<file path="src/design/ssc_pkg.sv">
`default_nettype none

package ssc_pkg;

  // word kinds on the input channel
  localparam logic [1:0] MODE_CMD  = 2'd0;
  localparam logic [1:0] MODE_DATA = 2'd1;
  localparam logic [1:0] MODE_SAFE = 2'd2;

  // result status codes, in order of precedence
  localparam logic [2:0] STAT_OK    = 3'd0;
  localparam logic [2:0] STAT_SYS   = 3'd1;
  localparam logic [2:0] STAT_IFACE = 3'd2;
  localparam logic [2:0] STAT_ANGLE = 3'd3;
  localparam logic [2:0] STAT_CRC   = 3'd4;

  // configuration register indexes
  localparam logic [1:0] CFG_POLY   = 2'd0;
  localparam logic [1:0] CFG_SEED   = 2'd1;
  localparam logic [1:0] CFG_SYS_EN = 2'd2;

  // reset values
  localparam logic [7:0] CRC_POLY_RST = 8'h1D;
  localparam logic [7:0] CRC_SEED_RST = 8'hFF;

  // safety word status bit positions
  localparam int BIT_SYSTEM = 14;
  localparam int BIT_IFACE  = 13;
  localparam int BIT_ANGLE  = 12;

  localparam logic [7:0] CRC_MSB = 8'h80;

  typedef struct packed {
    logic [7:0] poly;
    logic [7:0] seed;
    logic       sys_en;
  } ssc_cfg_t;

  typedef struct packed {
    logic [2:0] status;
    logic [7:0] computed_crc;
    logic       reset_request;
  } ssc_res_t;

  // one byte through the CRC-8, MSB first, non-reflected
  function automatic logic [7:0] fold_byte(input logic [7:0] crc, input logic [7:0] data,
                                           input logic [7:0] poly);
    logic [7:0] c;
    c = crc ^ data;
    for (int b = 0; b < 8; b++) begin
      if ((c & CRC_MSB) != 8'h00) begin
        c = {c[6:0], 1'b0} ^ poly;
      end else begin
        c = {c[6:0], 1'b0};
      end
    end
    return c;
  endfunction

endpackage

`default_nettype wire

</file>
<file path="src/design/ssc_in_if.sv">
`default_nettype none

interface ssc_in_if;
  logic        valid;
  logic        ready;
  logic [1:0]  mode;
  logic [15:0] word;

  modport source (output valid, output mode, output word, input ready);
  modport sink   (input valid, input mode, input word, output ready);
endinterface

`default_nettype wire

</file>
<file path="src/design/ssc_out_if.sv">
`default_nettype none

interface ssc_out_if;
  logic       valid;
  logic       ready;
  logic [2:0] status;
  logic [7:0] computed_crc;
  logic       reset_request;

  modport source (output valid, output status, output computed_crc, output reset_request,
                  input ready);
  modport sink   (input valid, input status, input computed_crc, input reset_request,
                  output ready);
endinterface

`default_nettype wire

</file>
<file path="src/design/sensor_safety_word_crc_check_top.sv">
`default_nettype none

// Safety-word CRC checker for a sensor SPI frame. Command, data and safety
// words arrive one per transaction on in_ch; each command word restarts the CRC
// from the seed register and is folded in, each data word is folded in high
// byte first, and each safety word yields one result on out_ch (status, inverted
// CRC and a reset request on a CRC mismatch). Mode 3 words are dropped. The
// block takes one word per cycle, but a safety word waits in the input stage
// while an earlier result is pending; its result is registered as it leaves.
// The running CRC register's 16-bit fold is combinational, and the output
// register lets other words in while a result waits. Configuration writes are
// applied at once and should only be made while no words are in flight.

module sensor_safety_word_crc_check_top (
  input  wire logic       clk,
  input  wire logic       rst_n,
  ssc_in_if.sink          in_ch,
  ssc_out_if.source       out_ch,
  input  wire logic       cfg_we,
  input  wire logic [1:0] cfg_index,
  input  wire logic [7:0] cfg_wdata
);
  import ssc_pkg::*;

  ssc_cfg_t    cfg;
  logic        s1_valid_r;
  logic        s1_valid_nxt;
  logic [1:0]  s1_mode_r;
  logic [15:0] s1_word_r;
  logic        s1_adv;
  logic        s1_safe;
  logic        in_take;
  logic [7:0]  crc;
  ssc_res_t    res;
  logic        out_valid_r;
  logic        out_valid_nxt;
  ssc_res_t    out_res_r;

  ssc_cfg_regs u_cfg (
    .clk       (clk),
    .rst_n     (rst_n),
    .cfg_we    (cfg_we),
    .cfg_index (cfg_index),
    .cfg_wdata (cfg_wdata),
    .cfg       (cfg)
  );

  ssc_crc_unit u_crc (
    .clk   (clk),
    .rst_n (rst_n),
    .adv   (s1_adv),
    .mode  (s1_mode_r),
    .word  (s1_word_r),
    .cfg   (cfg),
    .crc   (crc)
  );

  ssc_check u_check (
    .crc    (crc),
    .word   (s1_word_r),
    .sys_en (cfg.sys_en),
    .res    (res)
  );

  // input stage: drains unless a safety result has nowhere to go
  assign s1_safe  = (s1_mode_r == MODE_SAFE);
  assign s1_adv   = s1_valid_r && (!s1_safe || !out_valid_r || out_ch.ready);
  assign in_ch.ready = !s1_valid_r || s1_adv;
  assign in_take  = in_ch.valid && in_ch.ready;

  always_comb begin
    s1_valid_nxt = s1_valid_r;
    if (in_take) begin
      s1_valid_nxt = 1'b1;
    end else if (s1_adv) begin
      s1_valid_nxt = 1'b0;
    end
  end

  always_ff @(posedge clk) begin
    if (!rst_n) begin
      s1_valid_r <= 1'b0;
    end else begin
      s1_valid_r <= s1_valid_nxt;
    end
  end

  always_ff @(posedge clk) begin
    if (in_take) begin
      s1_mode_r <= in_ch.mode;
      s1_word_r <= in_ch.word;
    end
  end

  // result register
  always_comb begin
    out_valid_nxt = out_valid_r;
    if (s1_adv && s1_safe) begin
      out_valid_nxt = 1'b1;
    end else if (out_ch.ready) begin
      out_valid_nxt = 1'b0;
    end
  end

  always_ff @(posedge clk) begin
    if (!rst_n) begin
      out_valid_r <= 1'b0;
    end else begin
      out_valid_r <= out_valid_nxt;
    end
  end

  always_ff @(posedge clk) begin
    if (s1_adv && s1_safe) begin
      out_res_r <= res;
    end
  end

  assign out_ch.valid         = out_valid_r;
  assign out_ch.status        = out_res_r.status;
  assign out_ch.computed_crc  = out_res_r.computed_crc;
  assign out_ch.reset_request = out_res_r.reset_request;

`ifndef SYNTHESIS
  // reset request travels with a CRC mismatch and nothing else
  a_rst_req: assert property (@(posedge clk) disable iff (!rst_n)
    out_valid_r |-> (out_res_r.reset_request == (out_res_r.status == STAT_CRC)))
    else $error("reset request does not match status");

  // a held input stage keeps its transaction
  a_s1_hold: assert property (@(posedge clk) disable iff (!rst_n)
    (s1_valid_r && !s1_adv) |=> (s1_valid_r && $stable(s1_word_r) && $stable(s1_mode_r)))
    else $error("stalled input stage lost its transaction");

  // safety and unused words leave the running CRC alone
  a_crc_keep: assert property (@(posedge clk) disable iff (!rst_n)
    (s1_adv && s1_mode_r != MODE_CMD && s1_mode_r != MODE_DATA) |=> $stable(crc))
    else $error("running CRC changed on a non-folding word");

  // a pending result is never overwritten
  a_no_overrun: assert property (@(posedge clk) disable iff (!rst_n)
    (out_valid_r && !out_ch.ready) |-> !(s1_adv && s1_safe))
    else $error("result register overrun");

  // back-pressure only when the input stage is occupied
  a_ready: assert property (@(posedge clk) disable iff (!rst_n)
    !in_ch.ready |-> (s1_valid_r && s1_safe && out_valid_r))
    else $error("input stalled without cause");
`endif

endmodule

`default_nettype wire

</file>
<file path="src/design/ssc_cfg_regs.sv">
`default_nettype none

module ssc_cfg_regs (
  input  wire logic              clk,
  input  wire logic              rst_n,
  input  wire logic              cfg_we,
  input  wire logic [1:0]        cfg_index,
  input  wire logic [7:0]        cfg_wdata,
  output ssc_pkg::ssc_cfg_t      cfg
);
  import ssc_pkg::*;

  ssc_cfg_t cfg_r;
  ssc_cfg_t cfg_nxt;

  // register write decode; an index beyond the list is dropped
  always_comb begin
    cfg_nxt = cfg_r;
    if (cfg_we) begin
      unique case (cfg_index)
        CFG_POLY:   cfg_nxt.poly   = cfg_wdata;
        CFG_SEED:   cfg_nxt.seed   = cfg_wdata;
        CFG_SYS_EN: cfg_nxt.sys_en = cfg_wdata[0];
        default:    cfg_nxt        = cfg_r;
      endcase
    end
  end

  always_ff @(posedge clk) begin
    if (!rst_n) begin
      cfg_r.poly   <= CRC_POLY_RST;
      cfg_r.seed   <= CRC_SEED_RST;
      cfg_r.sys_en <= 1'b0;
    end else begin
      cfg_r <= cfg_nxt;
    end
  end

  assign cfg = cfg_r;

endmodule

`default_nettype wire

</file>
<file path="src/design/ssc_crc_unit.sv">
`default_nettype none

module ssc_crc_unit (
  input  wire logic              clk,
  input  wire logic              rst_n,
  input  wire logic              adv,
  input  wire logic [1:0]        mode,
  input  wire logic [15:0]       word,
  input  wire ssc_pkg::ssc_cfg_t cfg,
  output logic [7:0]             crc
);
  import ssc_pkg::*;

  logic [7:0] crc_r;
  logic [7:0] crc_nxt;
  logic [7:0] base;
  logic [7:0] hi_crc;
  logic [7:0] word_crc;

  // fold high byte then low byte, starting from the seed on a command word
  always_comb begin
    base     = (mode == MODE_CMD) ? cfg.seed : crc_r;
    hi_crc   = fold_byte(base, word[15:8], cfg.poly);
    word_crc = fold_byte(hi_crc, word[7:0], cfg.poly);
    crc_nxt  = crc_r;
    if (adv && (mode == MODE_CMD || mode == MODE_DATA)) begin
      crc_nxt = word_crc;
    end
  end

  always_ff @(posedge clk) begin
    if (!rst_n) begin
      crc_r <= CRC_SEED_RST;
    end else begin
      crc_r <= crc_nxt;
    end
  end

  assign crc = crc_r;

endmodule

`default_nettype wire

</file>
<file path="src/design/ssc_check.sv">
`default_nettype none

module ssc_check (
  input  wire logic [7:0]   crc,
  input  wire logic [15:0]  word,
  input  wire logic         sys_en,
  output ssc_pkg::ssc_res_t res
);
  import ssc_pkg::*;

  logic [7:0] computed;

  // status bits in fixed precedence, CRC compare last
  always_comb begin
    computed = ~crc;
    if (sys_en && !word[BIT_SYSTEM]) begin
      res.status = STAT_SYS;
    end else if (!word[BIT_IFACE]) begin
      res.status = STAT_IFACE;
    end else if (!word[BIT_ANGLE]) begin
      res.status = STAT_ANGLE;
    end else if (computed != word[7:0]) begin
      res.status = STAT_CRC;
    end else begin
      res.status = STAT_OK;
    end
    res.computed_crc  = computed;
    res.reset_request = (res.status == STAT_CRC);
  end

endmodule

`default_nettype wire

</file>
<file path="src/flat_wrapper.sv">
// flat-port wrapper written by rule: the top's interface ports become plain ports
module sensor_safety_word_crc_check_top_flat import ssc_pkg::*;
  (clk, rst_n, cfg_we, cfg_index, cfg_wdata, in_ch_valid, in_ch_mode, in_ch_word, in_ch_ready, out_ch_valid, out_ch_status, out_ch_computed_crc, out_ch_reset_request, out_ch_ready);
  ssc_in_if in_ch_i ();
  ssc_out_if out_ch_i ();
  input  wire logic clk;
  input  wire logic rst_n;
  input  wire logic cfg_we;
  input  wire logic [1:0] cfg_index;
  input  wire logic [7:0] cfg_wdata;
  input wire logic [$bits(in_ch_i.valid)-1:0] in_ch_valid;
  input wire logic [$bits(in_ch_i.mode)-1:0] in_ch_mode;
  input wire logic [$bits(in_ch_i.word)-1:0] in_ch_word;
  output wire logic [$bits(in_ch_i.ready)-1:0] in_ch_ready;
  output wire logic [$bits(out_ch_i.valid)-1:0] out_ch_valid;
  output wire logic [$bits(out_ch_i.status)-1:0] out_ch_status;
  output wire logic [$bits(out_ch_i.computed_crc)-1:0] out_ch_computed_crc;
  output wire logic [$bits(out_ch_i.reset_request)-1:0] out_ch_reset_request;
  input wire logic [$bits(out_ch_i.ready)-1:0] out_ch_ready;
  assign in_ch_i.valid = in_ch_valid;
  assign in_ch_i.mode = in_ch_mode;
  assign in_ch_i.word = in_ch_word;
  assign in_ch_ready = in_ch_i.ready;
  assign out_ch_valid = out_ch_i.valid;
  assign out_ch_status = out_ch_i.status;
  assign out_ch_computed_crc = out_ch_i.computed_crc;
  assign out_ch_reset_request = out_ch_i.reset_request;
  assign out_ch_i.ready = out_ch_ready;
  sensor_safety_word_crc_check_top u_core (.clk(clk), .rst_n(rst_n), .in_ch(in_ch_i), .out_ch(out_ch_i), .cfg_we(cfg_we), .cfg_index(cfg_index), .cfg_wdata(cfg_wdata));
endmodule
</file>
<file path="config.mk">
export PLATFORM = sky130hd
export DESIGN_NAME = sensor_safety_word_crc_check_top_flat
export DESIGN_NICKNAME = d
export VERILOG_FILES = /design/src/design/ssc_pkg.sv /design/src/design/ssc_in_if.sv /design/src/design/ssc_out_if.sv /design/src/design/sensor_safety_word_crc_check_top.sv /design/src/design/ssc_cfg_regs.sv /design/src/design/ssc_crc_unit.sv /design/src/design/ssc_check.sv /design/src/flat_wrapper.sv
export SDC_FILE = /design/constraint.sdc
export NUM_CORES = 1
export LEC_CHECK = 0
export ABC_AREA = 1
export BUFFER_PORTS_ARGS = -buffer_cell sky130_fd_sc_hd__buf_2
export CAP_MARGIN = 15
export CORE_MARGIN = 2
export CORE_UTILIZATION = 60
export CTS_BUF_LIST = sky130_fd_sc_hd__clkbuf_8
export CTS_CLUSTER_DIAMETER = 30
export DETAILED_ROUTE_END_ITERATION = 12
export GPL_ROUTABILITY_DRIVEN = 1
export PLACE_DENSITY = 0.8
export RECOVER_POWER = 50
export SKIP_LAST_GASP = 1
export SYNTH_ARGS = -nofsm -noshare
export SYNTH_HDL_FRONTEND = slang
export SYNTH_SLANG_ARGS = --single-unit
</file>
<file path="constraint.sdc">
create_clock -name clk -period 6.85 [get_ports clk]
set_input_delay 0.3425 -clock clk [delete_from_list [all_inputs] [get_ports clk]]
set_output_delay 0.3425 -clock clk [all_outputs]
set_load 0.1 [all_outputs]
</file>
After elaboration in Yosys (flattened, before gate mapping):

Cells that the tools add are included.

* add/subtract/negate cells: 0
* $mul: 0
* divide/modulo/power cells: 0
* $lt $le $gt $ge: 0
* eq/ne operators: 6
* shifts and indexed selects: 0
* mux-type cells: 25
* bitwise gates (word level): 19
* reduce and logical (&&, ||, !) cells: 20

Operators by type and width (number)
* 8-bit bitwise XOR: 18
* 8-bit 2-to-1 mux: 17
* 3-bit 2-to-1 mux: 4
* 8-bit != test: 1
* 8-bit NOT: 1
* 2-bit AND reduction: 3
* 1-bit logical AND: 5
* 2-bit by 1-bit == test with 1-bit output, second input constant: 2
* 2-bit == test, second input constant: 2
* 1-bit logical NOT: 4
* 2-bit logical NOT: 2
* 1-bit logical OR: 4
* 1-bit 2-to-1 mux: 4
* 2-bit nonzero test: 2
* 3-bit == test, second input constant: 1

* flip-flop bits (word level): 57
* bits in latches: 0
* memory bits (writable): 0
* bits in read-only memories: 0
* input port bits: 33
* logic and storage cells: 81
* memories kept: 0

Longest topological paths before layout:

* word-level depth: 36
* gate-level depth with buffers: 58
* mapped depth without buffers: 56

Cells and area by module:

Synthesis repeated with hierarchy kept, for this count alone.

* cells, all modules: 839
* area, all modules: 5361.4 sq um

Modules (own cells, without submodules)
* ssc_crc_unit: times used 1, cells an instance 648, area each 3435.8 sq um, sequential area each 160.2 sq um
* sensor_safety_word_crc_check_top: times used 1, cells an instance 47, area each 1022.2 sq um, sequential area each 940.9 sq um
* ssc_cfg_regs: times used 1, cells an instance 90, area each 689.4 sq um, sequential area each 340.3 sq um
* ssc_check: times used 1, cells an instance 54, area each 214.0 sq um, sequential area each 0.0 sq um

Least setup slack after synthesis:

OpenSTA, ideal clock, no wires.

* path type: reg-to-reg
* from: reg u_core.s1_mode_r[1]
* to: reg u_core.u_crc.crc_r[5], in the netlist u_core.u_crc.crc[5]
* library setup time: 0.115 ns
* data arrival time: 4.642 ns
* required time: 6.735 ns
* path slack: 2.093 ns
* stages on the path, launching flop included: 51
* buffers on the path: 3
* cell sequence: edfxtp_1 > nor2_2 > buf_6 > nand2_1 > nand3_1 > nand2_2 > inv_2 > nand2_2 > nand2_4 > nand2_2 > nand2_4 > nand3_2 > nand2_2 > inv_2 > nor2_8 > nand2_1 > nand2_1 > nand2_2 > [15 not listed] > nand2_2 > nand2_4 > buf_8 > nand2_2 > xnor2_2 > xor2_1 > nand2_2 > nand2_4 > nand3_1 > nand2_2 > nand2_1 > nand2_1 > nand2_2 > buf_6 > nand2_1 > nand2_1 > nand3_1 > nand2_1

* longest elaborated chain between the ends: 34
* elaborated cells on any way between the ends: 44
* those cells by class: eq/ne: 2; mux: 17; bitwise: 18; reduce/logical: 7

Ends and longest elaborated chain
* start, declared: line sensor_safety_word_crc_check_top.sv:28 `logic [1:0] s1_mode_r;`
* start signal, assigned: line sensor_safety_word_crc_check_top.sv:90 `s1_mode_r <= in_ch.mode;`
* 2-bit logical NOT: line ssc_crc_unit.sv:22, ssc_crc_unit.sv:26
* 8-bit 2-to-1 mux: line ssc_crc_unit.sv:22 `base = (mode == MODE_CMD) ? cfg.seed : crc_r;`
* 8-bit bitwise XOR: line ssc_pkg.sv:49 `c = crc ^ data;`
* 8-bit bitwise XOR: line ssc_pkg.sv:52 `c = {c[6:0], 1'b0} ^ poly;`
* 8-bit 2-to-1 mux: line ssc_pkg.sv:51 `if ((c & CRC_MSB) != 8'h00) begin`
* 8-bit bitwise XOR: line ssc_pkg.sv:52
* 8-bit 2-to-1 mux: line ssc_pkg.sv:51
* 8-bit 2-to-1 mux / 8-bit bitwise XOR (equally long branches): line ssc_pkg.sv:51, ssc_pkg.sv:52
* [18 not listed]
* 8-bit bitwise XOR / 8-bit 2-to-1 mux (equally long branches): line ssc_pkg.sv:52, ssc_pkg.sv:51
* 8-bit 2-to-1 mux / 8-bit bitwise XOR (equally long branches): line ssc_pkg.sv:51, ssc_pkg.sv:52
* 8-bit bitwise XOR / 8-bit 2-to-1 mux (equally long branches): line ssc_pkg.sv:52, ssc_pkg.sv:51
* 8-bit 2-to-1 mux / 8-bit bitwise XOR (equally long branches): line ssc_pkg.sv:51, ssc_pkg.sv:52
* 8-bit bitwise XOR / 8-bit 2-to-1 mux (equally long branches): line ssc_pkg.sv:52, ssc_pkg.sv:51
* 8-bit 2-to-1 mux / 8-bit bitwise XOR (equally long branches): line ssc_pkg.sv:51, ssc_pkg.sv:52
* 8-bit bitwise XOR / 8-bit 2-to-1 mux (equally long branches): line ssc_pkg.sv:52, ssc_pkg.sv:51
* 8-bit 2-to-1 mux: line ssc_pkg.sv:51
* end signal, assigned: line ssc_crc_unit.sv:35 `crc_r <= crc_nxt;`
* end, declared: line ssc_crc_unit.sv:14 `logic [7:0] crc_r;`

Several ways; a longest one is shown, not always the timed one.
A chain may end at the register's enable or synchronous reset.

Worst setup path after layout:

* from: reg u_core.s1_mode_r[1]
* to: reg u_core.u_crc.crc_r[7], in the netlist u_core.u_crc.crc[7]

* longest elaborated chain between the ends: 34
* elaborated cells on any way between the ends: 44
* those cells by class: eq/ne: 2; mux: 17; bitwise: 18; reduce/logical: 7

Ends and longest elaborated chain (line)
* 2-bit logical NOT: ssc_crc_unit.sv:22, ssc_crc_unit.sv:26
* 8-bit 2-to-1 mux: ssc_crc_unit.sv:22
* 8-bit bitwise XOR: ssc_pkg.sv:49
* 8-bit 2-to-1 mux / 8-bit bitwise XOR (equally long branches): ssc_pkg.sv:51, ssc_pkg.sv:52
* 8-bit bitwise XOR / 8-bit 2-to-1 mux (equally long branches): ssc_pkg.sv:52, ssc_pkg.sv:51
* 8-bit 2-to-1 mux / 8-bit bitwise XOR (equally long branches): ssc_pkg.sv:51, ssc_pkg.sv:52
* 8-bit bitwise XOR / 8-bit 2-to-1 mux (equally long branches): ssc_pkg.sv:52, ssc_pkg.sv:51
* 8-bit 2-to-1 mux / 8-bit bitwise XOR (equally long branches): ssc_pkg.sv:51, ssc_pkg.sv:52
* [18 not listed]
* 8-bit bitwise XOR / 8-bit 2-to-1 mux (equally long branches): ssc_pkg.sv:52, ssc_pkg.sv:51
* 8-bit 2-to-1 mux / 8-bit bitwise XOR (equally long branches): ssc_pkg.sv:51, ssc_pkg.sv:52
* 8-bit bitwise XOR / 8-bit 2-to-1 mux (equally long branches): ssc_pkg.sv:52, ssc_pkg.sv:51
* 8-bit 2-to-1 mux / 8-bit bitwise XOR (equally long branches): ssc_pkg.sv:51, ssc_pkg.sv:52
* 8-bit bitwise XOR / 8-bit 2-to-1 mux (equally long branches): ssc_pkg.sv:52, ssc_pkg.sv:51
* 8-bit 2-to-1 mux / 8-bit bitwise XOR (equally long branches): ssc_pkg.sv:51, ssc_pkg.sv:52
* 8-bit bitwise XOR / 8-bit 2-to-1 mux (equally long branches): ssc_pkg.sv:52, ssc_pkg.sv:51
* 8-bit 2-to-1 mux: ssc_pkg.sv:51

Several ways; a longest one is shown, not always the timed one.

==> results.sh <==
export IMPL_syn_area_um2=5207
export IMPL_ys_seq_area_frac=0.2768
export IMPL_syn2layout_area_growth_pct=8.842
export IMPL_use_met2=0.5075
export IMPL_path_clk_slew_ns=0.07
export IMPL_skew_ns=0.005581
export IMPL_crit_end="u_core.u_crc.crc[7]$_SDFFE_PN1P_"
export IMPL_route_detailed_drc=0
export IMPL_worst_r2r_setup_slack_ns=0.86
export IMPL_wirelength_mm=13.54
export IMPL_slew_headroom=0.2144
export IMPL_io_buffers=46
export IMPL_grt_start_max_net_pins=24
export IMPL_avgSynthCellArea_um2=6.469
export IMPL_worstSetupStartpointType="flop"
export IMPL_ir_drop_mv=0.3770
export IMPL_slew_violations=0
export IMPL_ctsLongestPathBuffers=2
export IMPL_critPathMostFrequentCell="nand2_1"
export IMPL_r2r_cells=46
export IMPL_first_pass_iters=5
export IMPL_antenna_found_initial=0
export IMPL_root_buffer="clkbuf_8"
export IMPL_dieHeight_um=97.16
export IMPL_outcome="finished, final reports clean"
export IMPL_worstMarginPinSlew_ns=1.183
export IMPL_max_stage_delay_ns=0.41
export IMPL_cts_made_buffers=9
export IMPL_dp_hpwl_mm=10.12
export IMPL_ant_nets=0
export IMPL_cts_tree="yes"
export IMPL_finalHoldWorstSlack_ns=0.1536
export IMPL_min_period_ns=5.994
export IMPL_place_gp_congestion=0.9111
export IMPL_fin_nets=875
export IMPL_pin_count=47
export IMPL_track_usage=0.2933
export IMPL_min_period_over_period=0.8751
export IMPL_gr_total_overflow=0
export IMPL_drv_cap=0
export IMPL_fill_cells=707
export IMPL_seqCellArea_um2=1441
export IMPL_arrival_ns=6.24
export IMPL_crit_start="u_core.s1_mode_r[1]$_DFFE_PP_"
export IMPL_cts_sinks=57
export IMPL_setup_violations=0
export IMPL_crit_slowest_cell="edfxtp_1"
export IMPL_power_leakage_nw=2.967
export IMPL_core_area_um2=8299
export IMPL_clock_latency_ns=0.36
export IMPL_post_cts_resize_count=0
export IMPL_worstReg2RegEnd="u_core.u_crc.crc[7]$_SDFFE_PN1P_"
export IMPL_vias=5221
export IMPL_drive_above_1_share=0.1570
export IMPL_diodes=0
export IMPL_ys_ff_latch=57
export IMPL_timing_rr_start="u_core.s1_mode_r[1]$_DFFE_PP_"
export IMPL_hp_class="in2reg"
export IMPL_postCtsHoldBufs=0
export IMPL_syn_inst=805
export IMPL_yosys_area_top_type="nand2_1"
export IMPL_post_cts_setup_buffers=0
export IMPL_h_tree_depth=3
export IMPL_grt_util_met3=0.04964
export IMPL_multiInputGateArea_um2=3181
export IMPL_critPathKind="reg2reg"
export IMPL_grt_busiest_layer="met2"
export IMPL_cp_max_fo=15
export IMPL_dieArea_um2=9440
export IMPL_die_x_um=97.16
export IMPL_grt_first_pass_wirelength_mm=22.36
export IMPL_syn_nets=838
export IMPL_ys_types=32
export IMPL_hold_start="in_ch_word[13]"
export IMPL_viasPerCell=5.484
export IMPL_cp_required_ns=7.10
export IMPL_synth_area_leaders="nand2_1 (21%), edfxtp_1 (17%), nand3_1 (11%)"
export IMPL_initial_core_util=0.6275
export IMPL_crit_path_end_kind="flop"
export IMPL_pwr_density_cell_nw_per_um2=588.5
export IMPL_synth_top_area_share=0.2141
export IMPL_layout_common_cells="nand2_1 (297), nand3_1 (114), inv_1 (91)"
export IMPL_grt_setup_unrepaired="no"
export IMPL_final_common_cell="nand2_1"
export IMPL_num_rows=33
export IMPL_tns_ns=0
export IMPL_grtUsageMet1=0.3548
export IMPL_fmaxAchievable_mhz=166.8
export IMPL_hold_viol=0
export IMPL_avgRoutedWirePerCell_um=14.22
export IMPL_grt_pass1_vias=4845
export IMPL_first_iter_violations=268
export IMPL_fin_util=0.6829
export IMPL_yosysWarnings=0
export IMPL_power_mw=3.336
-- cells in the mapped netlist, drive strengths merged --
master and instances:
xnor2 23, nand4 13, nand3 127, o211ai 10, inv 103, nor2 41
edfxtp 30, o21ai 14, nand3b 4, nor3 4, buf 19, nand2 331
clkinv 5, o21a 1, xor2 27, dfxtp 27, clkbuf 10, a21oi 16
-- how the worst min path moves through the flow --
stage | endpoint | slack [ns] | cells after the start
global route | u_core.s1_word_r[1]$_DFFE_PP_ | 0.15 | 1
global placement | u_core.u_cfg.cfg[5]$_SDFFE_PN1P_ | 0.45 | 2
finish | u_core.s1_word_r[13]$_DFFE_PP_ | 0.15 | 1
CTS | u_core.s1_word_r[13]$_DFFE_PP_ | 0.15 | 1
floorplan | u_core.u_cfg.cfg[1]$_SDFFE_PN1P_ | 0.42 | 2
detailed placement | u_core.u_cfg.cfg[0]$_SDFFE_PN0P_ | 0.45 | 2
-- worst max-delay path: cells and delay by family (launching register included) --
kind                   cells  cell delay (ns)
and+or+nand+nor           43             5.27
DFF                        1             0.41
buffers and inverters      3             0.19
-- sequential cells by signal (all words and copies together) (netlist names) --
name,cells
u_core.out_ch.computed_crc,8
u_core.out_ch.reset_request,1
u_core.out_ch.status,3
u_core.out_ch.valid,1
u_core.s1_mode_r,2
u_core.s1_valid_r,1
u_core.s1_word_r,16
u_core.u_cfg.cfg,17
u_core.u_crc.crc,8
-- final cells by class --
type / instances / area share
Multi-Input combinational cell: 611 / 0.5611
Clock buffer: 9 / 0.02185
Sequential cell: 57 / 0.2543
Timing Repair Buffer: 55 / 0.05011
Clock inverter: 7 / 0.01788
Tap cell: 105 / 0.02318
Inverter: 108 / 0.07152
-- metal layers --
metal / routed length, um / share of wire
met5: 0 / 0
met4: 408 / 0.030
met3: 1009 / 0.075
met2: 6574 / 0.49
met1: 5550 / 0.41
-- report_power, final --
group	leakage [nW]	internal, mW	switching [mW]
Combinational	2.35	0.863	1.70
Clock	0.106	0.207	0.154
Sequential	0.512	0.383	0.0257
Total	2.97	1.45	1.88
-- stage by stage --
stage               cell area (um^2)  cells  setup slack [ns]
global placement                5456    936             1.236
finish                          5668    952            0.8557
floorplan                       5207    805             2.093
detailed placement              5456    936            0.9526
global route                    5668    952            0.1947
CTS                             5682    952            0.8921
-- logic make-up after synthesis --
family / synth area share
flip-flops: 0.2768
buffers and inverters: 0.1124
XOR/XNOR: 0.08842
AND/OR/NAND/NOR: 0.4777
AO/OA/AOI/OAI: 0.04469
No activity file was read; power rests on OpenSTA's default activity.
